### config.mk
export PLATFORM = sky130hd
export DESIGN_NAME = apv_zero_suppressed_word_parser
export DESIGN_NICKNAME = d
export VERILOG_FILES = /design/src/hdl/apv_zs_pkg.sv /design/src/hdl/apv_zs_front.sv /design/src/hdl/apv_zs_queue.sv /design/src/hdl/apv_zs_back.sv /design/src/hdl/apv_zero_suppressed_word_parser.sv
export VERILOG_INCLUDE_DIRS = /design/src /design/src/hdl
export SDC_FILE = /design/constraint.sdc
export NUM_CORES = 1
export LEC_CHECK = 0
export BUFFER_PORTS_ARGS = -buffer_cell sky130_fd_sc_hd__buf_4
export CAP_MARGIN = 25
export CORE_ASPECT_RATIO = 0.5
export CORE_MARGIN = 3
export CORE_UTILIZATION = 30
export DETAILED_ROUTE_END_ITERATION = 12
export PLACE_DENSITY = 0.56
export SLEW_MARGIN = 20
export SYNTH_ARGS = -nofsm -noshare
export SYNTH_HDL_FRONTEND = slang
export SYNTH_SLANG_ARGS = --single-unit
### constraint.sdc
create_clock -name clock -period 14.1 [get_ports clock]
set_clock_uncertainty 0.15 [all_clocks]
set_input_delay 1.41 -clock clock [delete_from_list [all_inputs] [get_ports clock]]
set_output_delay 1.41 -clock clock [all_outputs]
set_load 0.01 [all_outputs]
### src/hdl/apv_zero_suppressed_word_parser_macros.svh
// Assertion macros shared by the parser modules.
`ifndef APV_ZERO_SUPPRESSED_WORD_PARSER_MACROS_SVH
`define APV_ZERO_SUPPRESSED_WORD_PARSER_MACROS_SVH

// Consequent must hold in the same cycle as the antecedent.
`define APV_ZS_CHECK_SAME(lbl, clk, rst, ante, cons) \
   lbl: assert property (@(posedge clk) disable iff (rst) (ante) |-> (cons)) \
      else $error("apv_zs: same-cycle check failed");

// Consequent must hold in the cycle after the antecedent.
`define APV_ZS_CHECK_NEXT(lbl, clk, rst, ante, cons) \
   lbl: assert property (@(posedge clk) disable iff (rst) (ante) |=> (cons)) \
      else $error("apv_zs: next-cycle check failed");

`endif

### src/hdl/apv_zs_pkg.sv
`timescale 1ns / 1ps

package apv_zs_pkg;

   localparam logic [31:0] END_WORD          = 32'hfafa_fafa;
   localparam logic [23:0] EVENT_HEADER_TAG  = 24'h41_505a;
   localparam logic [31:0] EQUIP_HEADER_WORD = 32'hda1e_5afe;
   localparam logic [31:0] EQUIP_START_WORD  = 32'h0000_0050;
   localparam logic [8:0]  HALF_INDEX_MAX    = 9'd511;
   localparam logic [8:0]  FIRST_DATA_HALF   = 9'd4;
   localparam logic [1:0]  EWC_SKIP          = 2'd2;
   localparam logic [1:0]  EWC_DATA          = 2'd3;
   localparam logic [12:0] STRIP_LIMIT       = 13'd127;

   typedef enum logic {
      KIND_SAMPLE = 1'b0,
      KIND_END    = 1'b1
   } kind_type;

   typedef struct packed {
      kind_type           kind;
      logic               plane;
      logic [7:0]         strip;
      logic [7:0]         time_bin;
      logic signed [16:0] adc_value;
      logic               last_of_strip;
   } result_type;

   typedef struct packed {
      logic       valid;
      result_type res;
   } slot_type;

   // one queue entry: up to two results caused by one word
   typedef struct packed {
      slot_type s1;
      slot_type s0;
   } pair_type;

   typedef struct packed {
      logic empty;
      logic full;
   } qstat_type;

   // Sample result for one half; valid only when the channel maps to a strip
   // and the chip id is one of the four chips.
   function automatic slot_type sample_slot(logic [15:0] half, logic [7:0] pos,
                                            logic [7:0] tbins, logic [15:0] chan,
                                            logic [7:0] chip);
      logic [12:0] lin;
      logic [16:0] neg;
      slot_type    s;
      // 32*(c&3) + 8*(c>>2) - 31*(c>>4) reduces to 32*c[1:0] + 8*c[3:2] + c[15:4]
      lin = {6'd0, chan[1:0], 5'd0} + {8'd0, chan[3:2], 3'd0} + {1'b0, chan[15:4]};
      neg = 17'd0 - {1'b0, half};
      if (half[15:11] != 5'd0) begin
         neg = neg + 17'h10000;
      end
      s.valid             = (lin <= STRIP_LIMIT) && (chip[7:2] == 6'd0);
      s.res.kind          = KIND_SAMPLE;
      s.res.plane         = chip[1];
      s.res.strip         = {chip[0], lin[6:0]};
      s.res.time_bin      = pos - 8'd1;
      s.res.adc_value     = $signed(neg);
      s.res.last_of_strip = (pos >= tbins);
      return s;
   endfunction

endpackage

### src/hdl/apv_zs_front.sv
`timescale 1ns / 1ps

module apv_zs_front import apv_zs_pkg::*; (
   input  logic        clock,
   input  logic        reset,
   input  logic        req_tvalid,
   output logic        req_tready,
   input  logic [31:0] req_tdata,
   input  qstat_type   qstat,
   output logic        push,
   output pair_type    push_entry
);

   logic [31:0] prev_ff,     prev_in;
   logic        in_event_ff, in_event_in;
   logic [1:0]  ewc_ff,      ewc_in;
   logic [8:0]  half_ff,     half_in;
   logic [7:0]  gpos_ff,     gpos_in;
   logic [7:0]  tbins_ff,    tbins_in;
   logic [15:0] chan_ff,     chan_in;
   logic [7:0]  chip_ff,     chip_in;
   pair_type    pair;
   slot_type    smp0, smp1;
   logic        accept;
   logic        hdr_p, end_p, equip, hdr_w;
   logic [15:0] h0, h1;
   logic        last0, last1;

   assign req_tready = !qstat.full;
   assign accept     = req_tvalid && req_tready;

   assign hdr_p = (prev_ff[31:8] == EVENT_HEADER_TAG);
   assign end_p = (prev_ff == END_WORD);
   assign equip = (prev_ff == EQUIP_HEADER_WORD) && (req_tdata == EQUIP_START_WORD);
   assign hdr_w = (req_tdata[31:8] == EVENT_HEADER_TAG);
   // byte-swapped halves of the previous word
   assign h0    = {prev_ff[23:16], prev_ff[31:24]};
   assign h1    = {prev_ff[7:0], prev_ff[15:8]};

   always_comb begin
      prev_in     = prev_ff;
      in_event_in = in_event_ff;
      ewc_in      = ewc_ff;
      half_in     = half_ff;
      gpos_in     = gpos_ff;
      tbins_in    = tbins_ff;
      chan_in     = chan_ff;
      chip_in     = chip_ff;
      pair        = '0;
      smp0        = '0;
      smp1        = '0;
      last0       = 1'b0;
      last1       = 1'b0;
      if (accept) begin
         prev_in = req_tdata;
         if (hdr_p) begin
            chip_in     = prev_ff[7:0];
            tbins_in    = 8'd0;
            in_event_in = 1'b1;
            ewc_in      = 2'd0;
            chan_in     = 16'd0;
         end else if (end_p) begin
            pair.s0.valid    = 1'b1;
            pair.s0.res.kind = KIND_END;
            in_event_in      = 1'b0;
         end else if (equip) begin
            in_event_in = 1'b0;
         end
         if (!end_p) begin
            if (hdr_w) begin
               in_event_in = 1'b0;
            end
            if (in_event_in) begin
               if (ewc_in != EWC_DATA) begin
                  ewc_in = ewc_in + 2'd1;
               end
               if (ewc_in == EWC_SKIP) begin
                  half_in = 9'd0;
                  gpos_in = 8'd0;
               end else if (ewc_in == EWC_DATA) begin
                  if (half_in == 9'd0) begin
                     tbins_in = prev_ff[7:0];
                  end
                  // first half
                  if (half_in >= FIRST_DATA_HALF) begin
                     last0 = (gpos_in >= tbins_in);
                     if (gpos_in == 8'd0) begin
                        chan_in = h0;
                     end else begin
                        smp0    = sample_slot(h0, gpos_in, tbins_in, chan_in, chip_in);
                        pair.s0 = smp0;
                     end
                     gpos_in = last0 ? 8'd0 : gpos_in + 8'd1;
                  end
                  if (half_in != HALF_INDEX_MAX) begin
                     half_in = half_in + 9'd1;
                  end
                  // second half
                  if (half_in >= FIRST_DATA_HALF) begin
                     last1 = (gpos_in >= tbins_in);
                     if (gpos_in == 8'd0) begin
                        chan_in = h1;
                     end else begin
                        smp1    = sample_slot(h1, gpos_in, tbins_in, chan_in, chip_in);
                        pair.s1 = smp1;
                     end
                     gpos_in = last1 ? 8'd0 : gpos_in + 8'd1;
                  end
                  if (half_in != HALF_INDEX_MAX) begin
                     half_in = half_in + 9'd1;
                  end
               end
            end
         end
      end
   end

   assign push       = accept && (pair.s0.valid || pair.s1.valid);
   assign push_entry = pair;

   always_ff @(posedge clock) begin
      if (reset) begin
         prev_ff     <= '0;
         in_event_ff <= 1'b0;
         ewc_ff      <= '0;
         half_ff     <= '0;
         gpos_ff     <= '0;
         tbins_ff    <= '0;
         chan_ff     <= '0;
         chip_ff     <= '0;
      end else begin
         prev_ff     <= prev_in;
         in_event_ff <= in_event_in;
         ewc_ff      <= ewc_in;
         half_ff     <= half_in;
         gpos_ff     <= gpos_in;
         tbins_ff    <= tbins_in;
         chan_ff     <= chan_in;
         chip_ff     <= chip_in;
      end
   end

endmodule

### src/hdl/apv_zs_queue.sv
`timescale 1ns / 1ps
`include "apv_zero_suppressed_word_parser_macros.svh"

module apv_zs_queue import apv_zs_pkg::*; #(
   parameter int DEPTH = 4
) (
   input  logic      clock,
   input  logic      reset,
   input  logic      push,
   input  pair_type  push_entry,
   input  logic      pop,
   output pair_type  head,
   output qstat_type stat
);

   localparam int PTR_W = $clog2(DEPTH);
   localparam int CNT_W = $clog2(DEPTH + 1);
   localparam logic [PTR_W-1:0] LAST_PTR = PTR_W'(DEPTH - 1);
   localparam logic [CNT_W-1:0] FULL_CNT = CNT_W'(DEPTH);

   pair_type               mem_ff [DEPTH];
   logic [PTR_W-1:0]       wr_ptr_ff, wr_ptr_in;
   logic [PTR_W-1:0]       rd_ptr_ff, rd_ptr_in;
   logic [CNT_W-1:0]       count_ff,  count_in;

   assign stat.empty = (count_ff == '0);
   assign stat.full  = (count_ff == FULL_CNT);
   assign head       = mem_ff[rd_ptr_ff];

   always_comb begin
      wr_ptr_in = wr_ptr_ff;
      rd_ptr_in = rd_ptr_ff;
      count_in  = count_ff;
      if (push) begin
         wr_ptr_in = (wr_ptr_ff == LAST_PTR) ? '0 : wr_ptr_ff + 1'b1;
      end
      if (pop) begin
         rd_ptr_in = (rd_ptr_ff == LAST_PTR) ? '0 : rd_ptr_ff + 1'b1;
      end
      if (push && !pop) begin
         count_in = count_ff + 1'b1;
      end else if (pop && !push) begin
         count_in = count_ff - 1'b1;
      end
   end

   always_ff @(posedge clock) begin
      if (push) begin
         mem_ff[wr_ptr_ff] <= push_entry;
      end
   end

   always_ff @(posedge clock) begin
      if (reset) begin
         wr_ptr_ff <= '0;
         rd_ptr_ff <= '0;
         count_ff  <= '0;
      end else begin
         wr_ptr_ff <= wr_ptr_in;
         rd_ptr_ff <= rd_ptr_in;
         count_ff  <= count_in;
      end
   end

   `APV_ZS_CHECK_SAME(q_no_overflow, clock, reset, push, !stat.full || pop)
   `APV_ZS_CHECK_SAME(q_no_underflow, clock, reset, pop, !stat.empty)
   `APV_ZS_CHECK_NEXT(q_count_up, clock, reset, push && !pop, count_ff == $past(count_ff) + 1'b1)

endmodule

### src/hdl/apv_zs_back.sv
`timescale 1ns / 1ps
`include "apv_zero_suppressed_word_parser_macros.svh"

module apv_zs_back import apv_zs_pkg::*; (
   input  logic       clock,
   input  logic       reset,
   input  pair_type   head,
   input  qstat_type  qstat,
   output logic       pop,
   output logic       rsp_tvalid,
   input  logic       rsp_tready,
   output result_type rsp_res
);

   result_type out_ff,        out_in;
   logic       out_valid_ff,  out_valid_in;
   result_type pend_ff,       pend_in;
   logic       pend_valid_ff, pend_valid_in;
   logic       out_free;

   assign out_free = !out_valid_ff || rsp_tready;
   // the second result of a pair is parked in pend_ff and goes out next
   assign pop      = out_free && !pend_valid_ff && !qstat.empty;

   always_comb begin
      out_in        = out_ff;
      out_valid_in  = out_valid_ff;
      pend_in       = pend_ff;
      pend_valid_in = pend_valid_ff;
      if (out_free) begin
         if (pend_valid_ff) begin
            out_in        = pend_ff;
            out_valid_in  = 1'b1;
            pend_valid_in = 1'b0;
         end else if (!qstat.empty) begin
            out_valid_in = 1'b1;
            if (head.s0.valid) begin
               out_in        = head.s0.res;
               pend_in       = head.s1.res;
               pend_valid_in = head.s1.valid;
            end else begin
               out_in = head.s1.res;
            end
         end else begin
            out_valid_in = 1'b0;
         end
      end
   end

   always_ff @(posedge clock) begin
      out_ff  <= out_in;
      pend_ff <= pend_in;
   end

   always_ff @(posedge clock) begin
      if (reset) begin
         out_valid_ff  <= 1'b0;
         pend_valid_ff <= 1'b0;
      end else begin
         out_valid_ff  <= out_valid_in;
         pend_valid_ff <= pend_valid_in;
      end
   end

   assign rsp_tvalid = out_valid_ff;
   assign rsp_res    = out_ff;

   `APV_ZS_CHECK_SAME(b_pend_behind_out, clock, reset, pend_valid_ff, out_valid_ff)
   `APV_ZS_CHECK_NEXT(b_pop_fills_out, clock, reset, pop, out_valid_ff)
   `APV_ZS_CHECK_NEXT(b_out_hold, clock, reset, out_valid_ff && !rsp_tready, out_valid_ff && $stable(out_ff))

endmodule

### src/hdl/apv_zero_suppressed_word_parser.sv
`timescale 1ns / 1ps
// Zero-suppressed readout word parser. One raw 32-bit word is taken per clock
// while the queue is not full and judged against the word before it; each word
// yields no result, one, or two (an end-of-event marker, or one ADC sample per
// data half). The front stage classifies the word and pushes its results into a
// QUEUE_DEPTH-entry queue; the back stage sends one result per clock, while
// rsp_tready allows, through an output register, so the two samples of a word
// leave one after the other and a stream of such words is held back by the full
// queue. Words with zero or one result sustain one word per clock when the port
// is not stalled. Each result word carries plane, strip, time bin, the negated
// 17-bit ADC value, the last-time-bin flag on tlast, and sample/end kind on tuser.

module apv_zero_suppressed_word_parser import apv_zs_pkg::*; #(
   parameter int QUEUE_DEPTH = 4
) (
   input  logic        clock,
   input  logic        reset,
   input  logic        req_tvalid,
   output logic        req_tready,
   input  logic [31:0] req_tdata,   // [31:0] word_in
   output logic        rsp_tvalid,
   input  logic        rsp_tready,
   output logic [39:0] rsp_tdata,   // [0] plane, [8:1] strip, [16:9] time_bin,
                                    // [33:17] adc_value, [39:34] zero
   output logic        rsp_tuser,   // [0] kind
   output logic        rsp_tlast    // last_of_strip
);

   qstat_type  qstat;
   logic       push, pop;
   pair_type   push_entry, head;
   result_type res;

   apv_zs_front u_front (
      .clock      (clock),
      .reset      (reset),
      .req_tvalid (req_tvalid),
      .req_tready (req_tready),
      .req_tdata  (req_tdata),
      .qstat      (qstat),
      .push       (push),
      .push_entry (push_entry)
   );

   apv_zs_queue #(
      .DEPTH (QUEUE_DEPTH)
   ) u_queue (
      .clock      (clock),
      .reset      (reset),
      .push       (push),
      .push_entry (push_entry),
      .pop        (pop),
      .head       (head),
      .stat       (qstat)
   );

   apv_zs_back u_back (
      .clock      (clock),
      .reset      (reset),
      .head       (head),
      .qstat      (qstat),
      .pop        (pop),
      .rsp_tvalid (rsp_tvalid),
      .rsp_tready (rsp_tready),
      .rsp_res    (res)
   );

   assign rsp_tdata = {6'd0, res.adc_value, res.time_bin, res.strip, res.plane};
   assign rsp_tuser = res.kind;
   assign rsp_tlast = res.last_of_strip;

endmodule
## After elaboration in Yosys (flattened, before gate mapping)

Memory sizes are Yosys's and may differ from the RTL's. A register that Yosys moved wholly into a read port is not among the register bits.
Index checks and enable logic that the tools add are counted.

| cells by class | value |
|---|---|
| bitwise gates (word level) | 3 |
| order comparisons | 6 |
| reduce and logical (&&, ||, !) cells | 29 |
| $add $sub $neg | 19 |
| eq/ne operators | 14 |
| multiplexer cells | 92 |

Operators with widths:

| cell | number |
|---|---|
| $mux 74 | 5 |
| $mux 16 | 15 |
| $mux 8 | 24 |
| $mux 37 | 4 |
| $mux 36 | 3 |
| $mux 9 | 9 |
| $eq 32x32->1 const B | 2 |
| $eq 24x23->1 const B | 2 |
| $add 17x17->17 const B | 2 |
| $mux 17 | 2 |
| $sub 1x16->17 const A | 2 |
| $eq 32x7->1 const B | 1 |
| $mux 2 | 14 |
| $add 13x12->13 | 2 |
| $le 13x7->1 const B | 2 |
| $add 9x1->9 const B | 2 |
| $ge 9x3->1 const B | 2 |
| $ne 9x9->1 const B | 2 |
| $add 7x5->8 | 2 |
| $add 8x1->8 const B | 2 |
| $ge 8x8->1 | 2 |
| $logic_not 8->1 | 2 |
| $sub 8x1->8 const B | 2 |
| $mux 1 | 14 |
| other kinds (18) | 44 |

| storage, ports and cells | value |
|---|---|
| memories kept | 1 |
| register bits after elaboration | 165 |
| output and inout bits | 44 |
| RAM bits | 296 |

Memories:

| memory | depth | bits a word | rd ports | clocked after Yosys merged registers in | wr ports | line | RTL |
|---|---|---|---|---|---|---|---|
| u_queue.mem_ff | 4 | 74 | 1 | 1 | 1 | apv_zs_queue.sv:21 | `pair_type mem_ff [DEPTH];` |

## Longest topological paths before layout

Gate-level depths: netlist of the first run.

| logic depth | value |
|---|---|
| depth after elaboration | 39 |
| mapped depth | 32 |

## By module

A second synthesis of the first run with hierarchy kept.

| second synthesis, totals | value |
|---|---|
| cell total of the unflattened synthesis | 1588 |
| area, all modules | 21105.2 µm² |

Modules (own cells, without submodules):

| module | times used | area an instance (µm²) | cells an instance |
|---|---|---|---|
| apv_zs_queue | 1 | 11120.7 | 430 |
| apv_zs_front | 1 | 6869.1 | 947 |
| apv_zs_back | 1 | 3066.7 | 204 |
| apv_zero_suppressed_word_parser | 1 | 48.8 | 7 |

## Worst setup path before layout of the first run

OpenSTA, ideal clock, no wires.

| timing path | value |
|---|---|
| kind | reg2reg |
| start point | register u_front.prev_ff[15] |
| end point | memory u_queue.mem_ff[0][0] in the netlist's numbering, enable pin |
| required time | 13436 ps |
| slack | 5079 ps |
| buffers on the path | 5 |
| arrival time | 8358 ps |
| stages on the path, launching flop included | 25 |
| cell sequence | dfxtp_1 > buf_6 > or3_1 > or3_1 > buf_6 > or4_1 > buf_2 > buf_2 > and3_1 > a21oi_1 > ha_1 > a211oi_1 > o221a_2 > buf_2 > o21ai_1 > o21ai_1 > inv_1 > ha_1 > o211ai_1 > mux2_2 > o32a_1 > o21ba_2 > a211oi_4 > a21oi_1 > nor2b_1 |

| between the ends | value |
|---|---|
| longest elaborated chain between the ends | 28 |
| elaborated cells on any way between the ends | 71 |

Ends and longest elaborated chain:

| item | line | RTL |
|---|---|---|
| from (decl) | apv_zs_front.sv:14 | `logic [31:0] prev_ff, prev_in;` |
| from (signal assigned) | apv_zs_front.sv:132 | `prev_ff <= prev_in;` |
| parallel branches: the longest is 22 deep, another holds $add 13x12->13 | -- |  |
| $mux 74 (*) | apv_zs_front.sv:69 | `if (!end_p) begin` |
| $mux 74 (*) | apv_zs_front.sv:54 | `if (accept) begin` |
| $logic_or 1x1->1 (*) | apv_zs_front.sv:118 | `assign push = accept && (pair.s0.valid \|\| pair.s1.valid);` |
| $logic_and 1x1->1 (*) | apv_zs_front.sv:118 |  |
| $mux 1 (*) | apv_zs_queue.sv:48 | `if (push) begin` |
| $mux 1 (not written as such) (*) | apv_zs_queue.sv:49 | `mem_ff[wr_ptr_ff] <= push_entry;` |
| to (decl) | apv_zs_queue.sv:21 |  |

Every way passes the cells marked *. The select of a mux whose other input is x is not followed.

## Worst setup path after layout of the first run

| timing path | value |
|---|---|
| start point | register u_front.prev_ff[15] |
| end point | memory u_queue.mem_ff[1][55] in the netlist's numbering, enable pin |

Same word-level chain as after synthesis.

==> results.yml, run 1 <==
run_status:
  outcome: "finished, final reports clean"
pwr:
  intPower_mw: 2.509
  vdd_ir_drop_max_mv: 0.1260
  p_comb_frac: 0.166
  leakagePower_nw: 7.387
  p_total_mw: 3.469
  clkPwrFrac: 0.365
  power_density_nw_per_um2: 143.3
  pwr-share-seq: 0.470
  p_sw_frac: 0.2768
  power_switching_uw: 960.4
sta:
  finalHoldViolCount: 0
  setup_violations: 0
  worst_pin_slew_ns: 1.100
  drv_slew: 0
  slew_headroom: 0.2606
  finalCriticalPeriod_ns: 8.019
  fin_setup_tns_ns: 0
  rsz0062_at_grt: "false"
  fmax_ghz: 0.1247
  post-route-period-util: 0.5687
route:
  postRouteAntennaNets: 0
  num_vias: 13720
  wirelength_um: 55530
  vias_per_cell: 5.091
  drt_iter0_drc: 1205
  firstDrtPassIters: 6
  wl_per_cell_um: 20.61
  drt_drc_violations_left: 0
synthesis:
  synthXorXnorAreaFrac: 0.02286
  yosys_most_used_dff: "edfxtp_1"
  synth_adder_area_share: 0.02719
  muxShareOfSynthArea: 0.1041
  ys_ff_latch: 458
  synth_top_family_by_area: "simple AND/OR/NAND/NOR gates"
  synth_edf_count: 363
  synth_cell_types: 85
  synthSimpleGateAreaFrac: 0.1216
  ys_seq_area_frac: 0.6075
  async_flop_share: 0
  synth_area_per_cell_um2: 12.65
  syn_inst: 1666
  ys_warn_count: 0
  synth_compound_area_frac: 0.08466
  netlist_area_um2: 21070
worst_setup_path:
  ff2ff_setup_slack_ns: 6.08
  crit_path_end_kind: "flip-flop"
  slowest_stage: "or4_1"
  critPathKind: "flip-flop to flip-flop"
  path_max_fanout: 38
  r2r_cells: 21
  worstPathArrival_ns: 8.08
  crit_chain: "or3_1, or3_1, or4_1, and3_1, a21oi_1, ha_1, o21a_1, nor2_1, o21ai_1, o21ai_1, inv_1, ha_1, o211ai_1, mux2_2, o32a_1, o21ba_2, a211oi_4, a21oi_1, nor2b_4, buf_4, buf_4"
  worst_path_largest_cell_delay_ns: 0.90
  critPathBufInv: 3
  startpoint_type: "flip-flop"
  cp_top_family: "simple AND/OR/NAND/NOR gates"
  rr_endpoint: "u_queue.mem_ff[1][55]$_DFFE_PP_"
  crit_required_ns: 14.16
  r2r_start: "u_front.prev_ff[15]$_SDFFE_PP0P_"
min_path:
  hold_path_depth: 2
  hold_start: "u_front.chip_ff[7]$_SDFFE_PP0P_"
  hp-class: "flip-flop to flip-flop"
  whs_endpoint: "u_front.chip_ff[7]$_SDFFE_PP0P_"
placement:
  dp_hpwl_um: 37470
  portBuffers: 73
  gp_congestion: 0.8775
  dpl.cell_count: 2607
grt:
  antenna_found_initial: 0
  grt_pass1_wl_um: 85130
  gr-total-overflow: 0
  track_usage: 0.1482
  grt_pass1_vias: 13540
  grt_max_degree: 74
finish:
  antenna_cells: 0
  layout-drive-gt1-share: 0.1658
  final_util: 0.3495
  instances_no_fill: 2694
  design.final.nets: 1790
  syn2layout_area_growth_pct: 14.85
clocking:
  clockBufferDepth: 3
  postCtsSetupBuffers: 0
  numCtsBuffers: 46
  cts_tree: "built"
  post_cts_resize_count: 0
  cts_hold_buffers: 0
  cts.sink_count: 458
  clock_latency_ns: 0.59
  root_buffer: "clkbuf_16"
  cts-htree-levels: 2
  path_clk_slew_ns: 0.07
floorplanning:
  fp.dieW_um: 380.8
  core_um2: 69260
  ios: 80
  num_rows: 68
  die_area_um2: 73660
  die_h_um: 193.4
  start_util: 0.3043
run:
  maxCapViolCount: 0
kinds of logic (layout without fill, tap and decap cells):
kind of cell,after synthesis,in the layout
AOI/OAI and AO/OA,282,282
and+or+nand+nor,538,538
adders and majority gates,45,45
muxes,127,127
DFF,458,458
other,1,6
xor gates and xnor gates,55,55
buffers and inverters,160,238
layer usage:
layer	GRT usage	routed length, um	vias to the layer above
met2	0.2333	25470	441
met1	0.2108	25290	6835
met4	0.04698	1328	0
met3	0.02225	3442	86
met5	0	0	-
li1	-	-	6354
synthesized netlist by cell type (all sizes together) (4+ instances only):
| master | n | area [um^2] |
|---|---|---|
| edfxtp | 363 | 10900 |
| nand2 | 214 | 803.3 |
| nor2 | 126 | 478.0 |
| a21oi | 96 | 484.2 |
| dfxtp | 95 | 1902 |
| o21ai | 80 | 400.4 |
| mux4 | 73 | 1644 |
| clkbuf | 68 | 255.2 |
| mux2i | 50 | 500.5 |
| inv | 47 | 176.4 |
| buf | 45 | 241.5 |
| ha | 41 | 513.0 |
| nand3 | 32 | 165.2 |
| nor4 | 32 | 227.7 |
| xnor2 | 32 | 280.3 |
| nor3 | 25 | 125.1 |
| xor2 | 23 | 201.4 |
| nand4 | 19 | 118.9 |
| and3 | 16 | 100.1 |
| or4 | 12 | 93.84 |
| nor2b | 11 | 68.82 |
| or3 | 11 | 68.82 |
| and2 | 10 | 62.56 |
| o22ai | 10 | 68.81 |
| a211oi | 9 | 80.08 |
| a31oi | 9 | 62.56 |
| o211ai | 8 | 60.06 |
| o31ai | 8 | 70.06 |
| nand4b | 6 | 52.55 |
| a21o | 5 | 37.54 |
| a22oi | 5 | 37.54 |
| nand2b | 5 | 31.28 |
| nor4b | 5 | 50.04 |
| o2bb2ai | 5 | 43.79 |
| o31a | 5 | 43.79 |
| a221oi | 4 | 35.03 |
| and4 | 4 | 35.03 |
| mux2 | 4 | 48.79 |
| o2111ai | 4 | 35.03 |
| o21a | 4 | 30.03 |
cells in the final DEF, fill, tap and decap left out, types with 7 or more instances in the layout:
cell type  instances
clkinv_2          11
and3_1            16
nor2_1           122
nor3_1            25
nand2_1          213
bufinv_16          7
dfxtp_1           92
nor4_1            29
clkbuf_1          11
nand3_1           31
or4_1             11
or3_1             10
buf_4            103
nor2b_1            7
xor2_1            23
mux4_2            73
ha_1              41
o22ai_1            9
a21oi_1           95
and2_1             8
xnor2_1           32
a211oi_1           8
clkbuf_16         46
o211ai_1           8
a31oi_1            8
o21ai_0           78
nand4_1           19
inv_1             47
mux2i_1           50
edfxtp_1         363
power by group through the flow:
stage          clock network, mW  registers (mW)  logic, mW
2_1_floorplan                  0            1.64      0.342
3_3_place_gp                   0            1.66      0.574
3_5_place_dp                   0            1.66      0.587
4_1_cts                     1.30            1.63      0.588
5_1_grt                     1.35            1.64      0.629
6_report                    1.27            1.63      0.575
worst min-delay path: stages (launching register included):
cell	delay, ns
dfxtp_1	0.30
nand2_1	0.05
a21oi_1	0.05
final cells by class:
type | count | area [um^2]
fill | 6787 | 45050
sequential | 458 | 12810
multi-input combinational | 1053 | 7666
clock buffer | 58 | 1206
tap | 945 | 1182
timing repair buffer | 105 | 798.3
clock inverter | 28 | 362.8
inverter | 47 | 176.4
sequential cells by signal, summed over array words and instances (netlist names), 3 cells and up, named ones only:
register / count
u_front.prev_ff: 32
u_front.half_ff: 9
u_back.rsp_res: 36
u_front.chan_ff: 16
u_queue.count_ff: 3
u_front.chip_ff: 8
u_back.pend_ff: 35
u_front.gpos_ff: 8
u_queue.mem_ff: 292
u_front.tbins_ff: 8
worst max path at each step:
stage,startpoint,endpoint,depth (start not counted)
final,u_front.prev_ff[15]$_SDFFE_PP0P_,u_queue.mem_ff[1][55]$_DFFE_PP_,21
after detailed placement,u_front.prev_ff[15]$_SDFFE_PP0P_,u_queue.mem_ff[3][55]$_DFFE_PP_,21
after CTS,u_front.prev_ff[15]$_SDFFE_PP0P_,u_queue.mem_ff[3][55]$_DFFE_PP_,21
after global placement,u_front.prev_ff[15]$_SDFFE_PP0P_,u_queue.mem_ff[1][55]$_DFFE_PP_,21
after floorplan,u_front.prev_ff[15]$_SDFFE_PP0P_,u_queue.mem_ff[0][0]$_DFFE_PP_,24
after global routing,u_front.prev_ff[15]$_SDFFE_PP0P_,u_queue.mem_ff[1][59]$_DFFE_PP_,21
through the flow:
step                hold WS (ns)  setup WS [ns]  cell area [um^2]
global route              0.3122          5.689             24200
floorplan                 0.2763          5.079             21090
CTS                       0.3016          6.210             24200
global placement          0.2859          6.451             22610
finish                    0.2962          6.081             24200
detailed placement        0.2927          6.251             22630
Note: power is estimated with default switching activity, not from simulation.
==> run 2, diff against run 1 <==
Clock period 14.1 ns to 7.4 ns, I/O delays scaled along.
==> run 2 against run 1 <==
Effect of this change:
- final cell count rose by 0.48%
- sequential power rose by 90%
- count of clock-buffer cells in the layout shrank 7
- setup slack got worse by 5.6 ns
- sequential share of layout area shrank 0.39 points
- sequential cell count unchanged
- via count down 0.22%
- register-to-register slack worse by 5.6 ns
- largest power group unchanged
==> results.yml, run 2 (synthesis gave the netlist of run 1 again) <==
run_status:
  outcome: "finished, final reports clean"
finish:
  instances_no_fill: 2707
  mostFrequentLayoutCells: "edfxtp_1 (363), nand2_1 (213), nor2_1 (122), buf_4 (112), a21oi_1 (95)"
  largest_register: "u_queue.mem_ff"
  syn2layout_area_growth_pct: 15.70
  final_common_cell: "edfxtp_1"
  layout-drive-gt1-share: 0.1721
  largest_reg_flops: 292
  design.final.nets: 1803
route:
  vias_per_cell: 5.056
  drt_drc_violations_left: 0
  firstDrtPassIters: 5
  drt_iter0_drc: 1278
  postRouteAntennaNets: 0
  wl_per_cell_um: 20.37
  num_vias: 13690
  wirelength_um: 55130
worst_setup_path:
  ff2ff_setup_slack_ns: 0.52
  path_max_fanout: 10
  crit_required_ns: 7.75
  critPathKind: "flip-flop to flip-flop"
  crit_path_end_kind: "flip-flop"
  worstPathArrival_ns: 7.23
  startpoint_type: "flip-flop"
pwr:
  power_density_nw_per_um2: 271.0
  p_total_mw: 6.609
  leakagePower_nw: 7.469
  vdd_ir_drop_max_mv: 0.2108
sta:
  finalCriticalPeriod_ns: 6.880
  holdWs_ns: 0.2655
  drv_slew: 0
  post-route-period-util: 0.9297
  setup_violations: 0
  rsz0062_at_grt: "false"
  slew_headroom: 0.3792
  finalHoldViolCount: 0
  worst_pin_slew_ns: 0.9292
  fmax_ghz: 0.1453
placement:
  dpl.cell_count: 2621
  portBuffers: 73
  gp_congestion: 0.8705
  dp_hpwl_um: 37480
grt:
  grt_pass1_vias: 13340
  grt_pass1_wl_um: 84250
  gr-total-overflow: 0
  track_usage: 0.1474
  grt_max_degree: 75
  antenna_found_initial: 0
floorplanning:
  start_util: 0.3043
  num_rows: 68
  fp.dieW_um: 380.8
  ios: 80
  die_area_um2: 73660
  core_um2: 69260
  die_h_um: 193.4
clocking:
  cts_hold_buffers: 0
  postCtsSetupBuffers: 0
  root_buffer: "clkbuf_16"
  cts.sink_count: 458
  clockBufferDepth: 3
  clock_latency_ns: 0.59
  cts-htree-levels: 2
  path_clk_slew_ns: 0.06
  post_cts_resize_count: 0
  numCtsBuffers: 46
  cts_tree: "built"
min_path:
  hp-class: "input pin to flip-flop"
run:
  maxCapViolCount: 0
run 2: changes by cell type in the layout (fill, tap and decap cells not counted), sizes merged:
cell,change
clkbuf,-8
buf,+14
diode,+1
clkinv,+7
clkinvlp,-1
run 2: worst paths after layout:
| path | startpoint | end | depth (start not counted) |
|---|---|---|---|
| max | u_front.prev_ff[8]$_SDFFE_PP0P_ | u_queue.count_ff[2]$_SDFFE_PP0P_ | 27 |
| min | req_tdata[16] | u_front.prev_ff[16]$_SDFFE_PP0P_ | 3 |
| max reg2reg | u_front.prev_ff[8]$_SDFFE_PP0P_ | u_queue.count_ff[2]$_SDFFE_PP0P_ | 27 |
| min reg2reg | u_front.chip_ff[7]$_SDFFE_PP0P_ | u_front.chip_ff[7]$_SDFFE_PP0P_ | 2 |
run 2: worst max-delay path, stage by stage, from the launching register on:
cell      delay (ns)
dfxtp_1         0.33
inv_1           0.13
ha_1            0.18
nand2_1         0.07
or3_1           0.52
or4_1           0.75
and3_1          0.25
a21oi_1         0.24
ha_1            0.30
a211oi_1        0.29
o221a_2         0.36
o21ai_1         0.18
o21ai_1         0.20
inv_1           0.09
ha_1            0.26
o211ai_1        0.09
mux2_2          0.18
o32a_1          0.20
o21ba_2         0.24
a211oi_4        0.31
a21oi_1         0.14
inv_1           0.09
ha_1            0.18
inv_1           0.06
fa_1            0.37
xor2_1          0.18
or3_1           0.31
a21oi_1         0.14
run 2: routing by layer:
| layer | up-vias | track usage | wire [um] |
|---|---|---|---|
| met5 | - | 0 | 0 |
| met4 | 0 | 0.03907 | 1359 |
| met1 | 6854 | 0.2166 | 26090 |
| li1 | 6368 | - | - |
| met3 | 81 | 0.02399 | 2984 |
| met2 | 383 | 0.2259 | 24700 |
run 2: power breakdown:
part	internal [mW]	switching [mW]
combinational	0.404	0.682
sequential	2.97	0.136
clock	1.41	1.01
run 2: final cells by class:
type                    instances  area (um^2)
clock buffers                  51         1180
clock inverters                34        397.9
diodes                          1        2.502
flip-flops and latches        458        12810
fillers                      6783        44870
multi-input cells            1053         7672
inverters                      47        176.4
well taps                     945         1182
repair buffers                118        960.9
run 2: metrics by stage:
stage	TNS [ns]	instance area (um^2)	utilization	worst slack, ns
after floorplan	-78.07	21100	-	-0.2674
after global placement	0	22780	0.3290	0.7088
after detailed placement	0	22800	0.3293	0.6108
after CTS	0	24380	0.3520	0.5618
after global routing	0	24380	0.3520	0.1070
final	0	24380	0.3521	0.5199
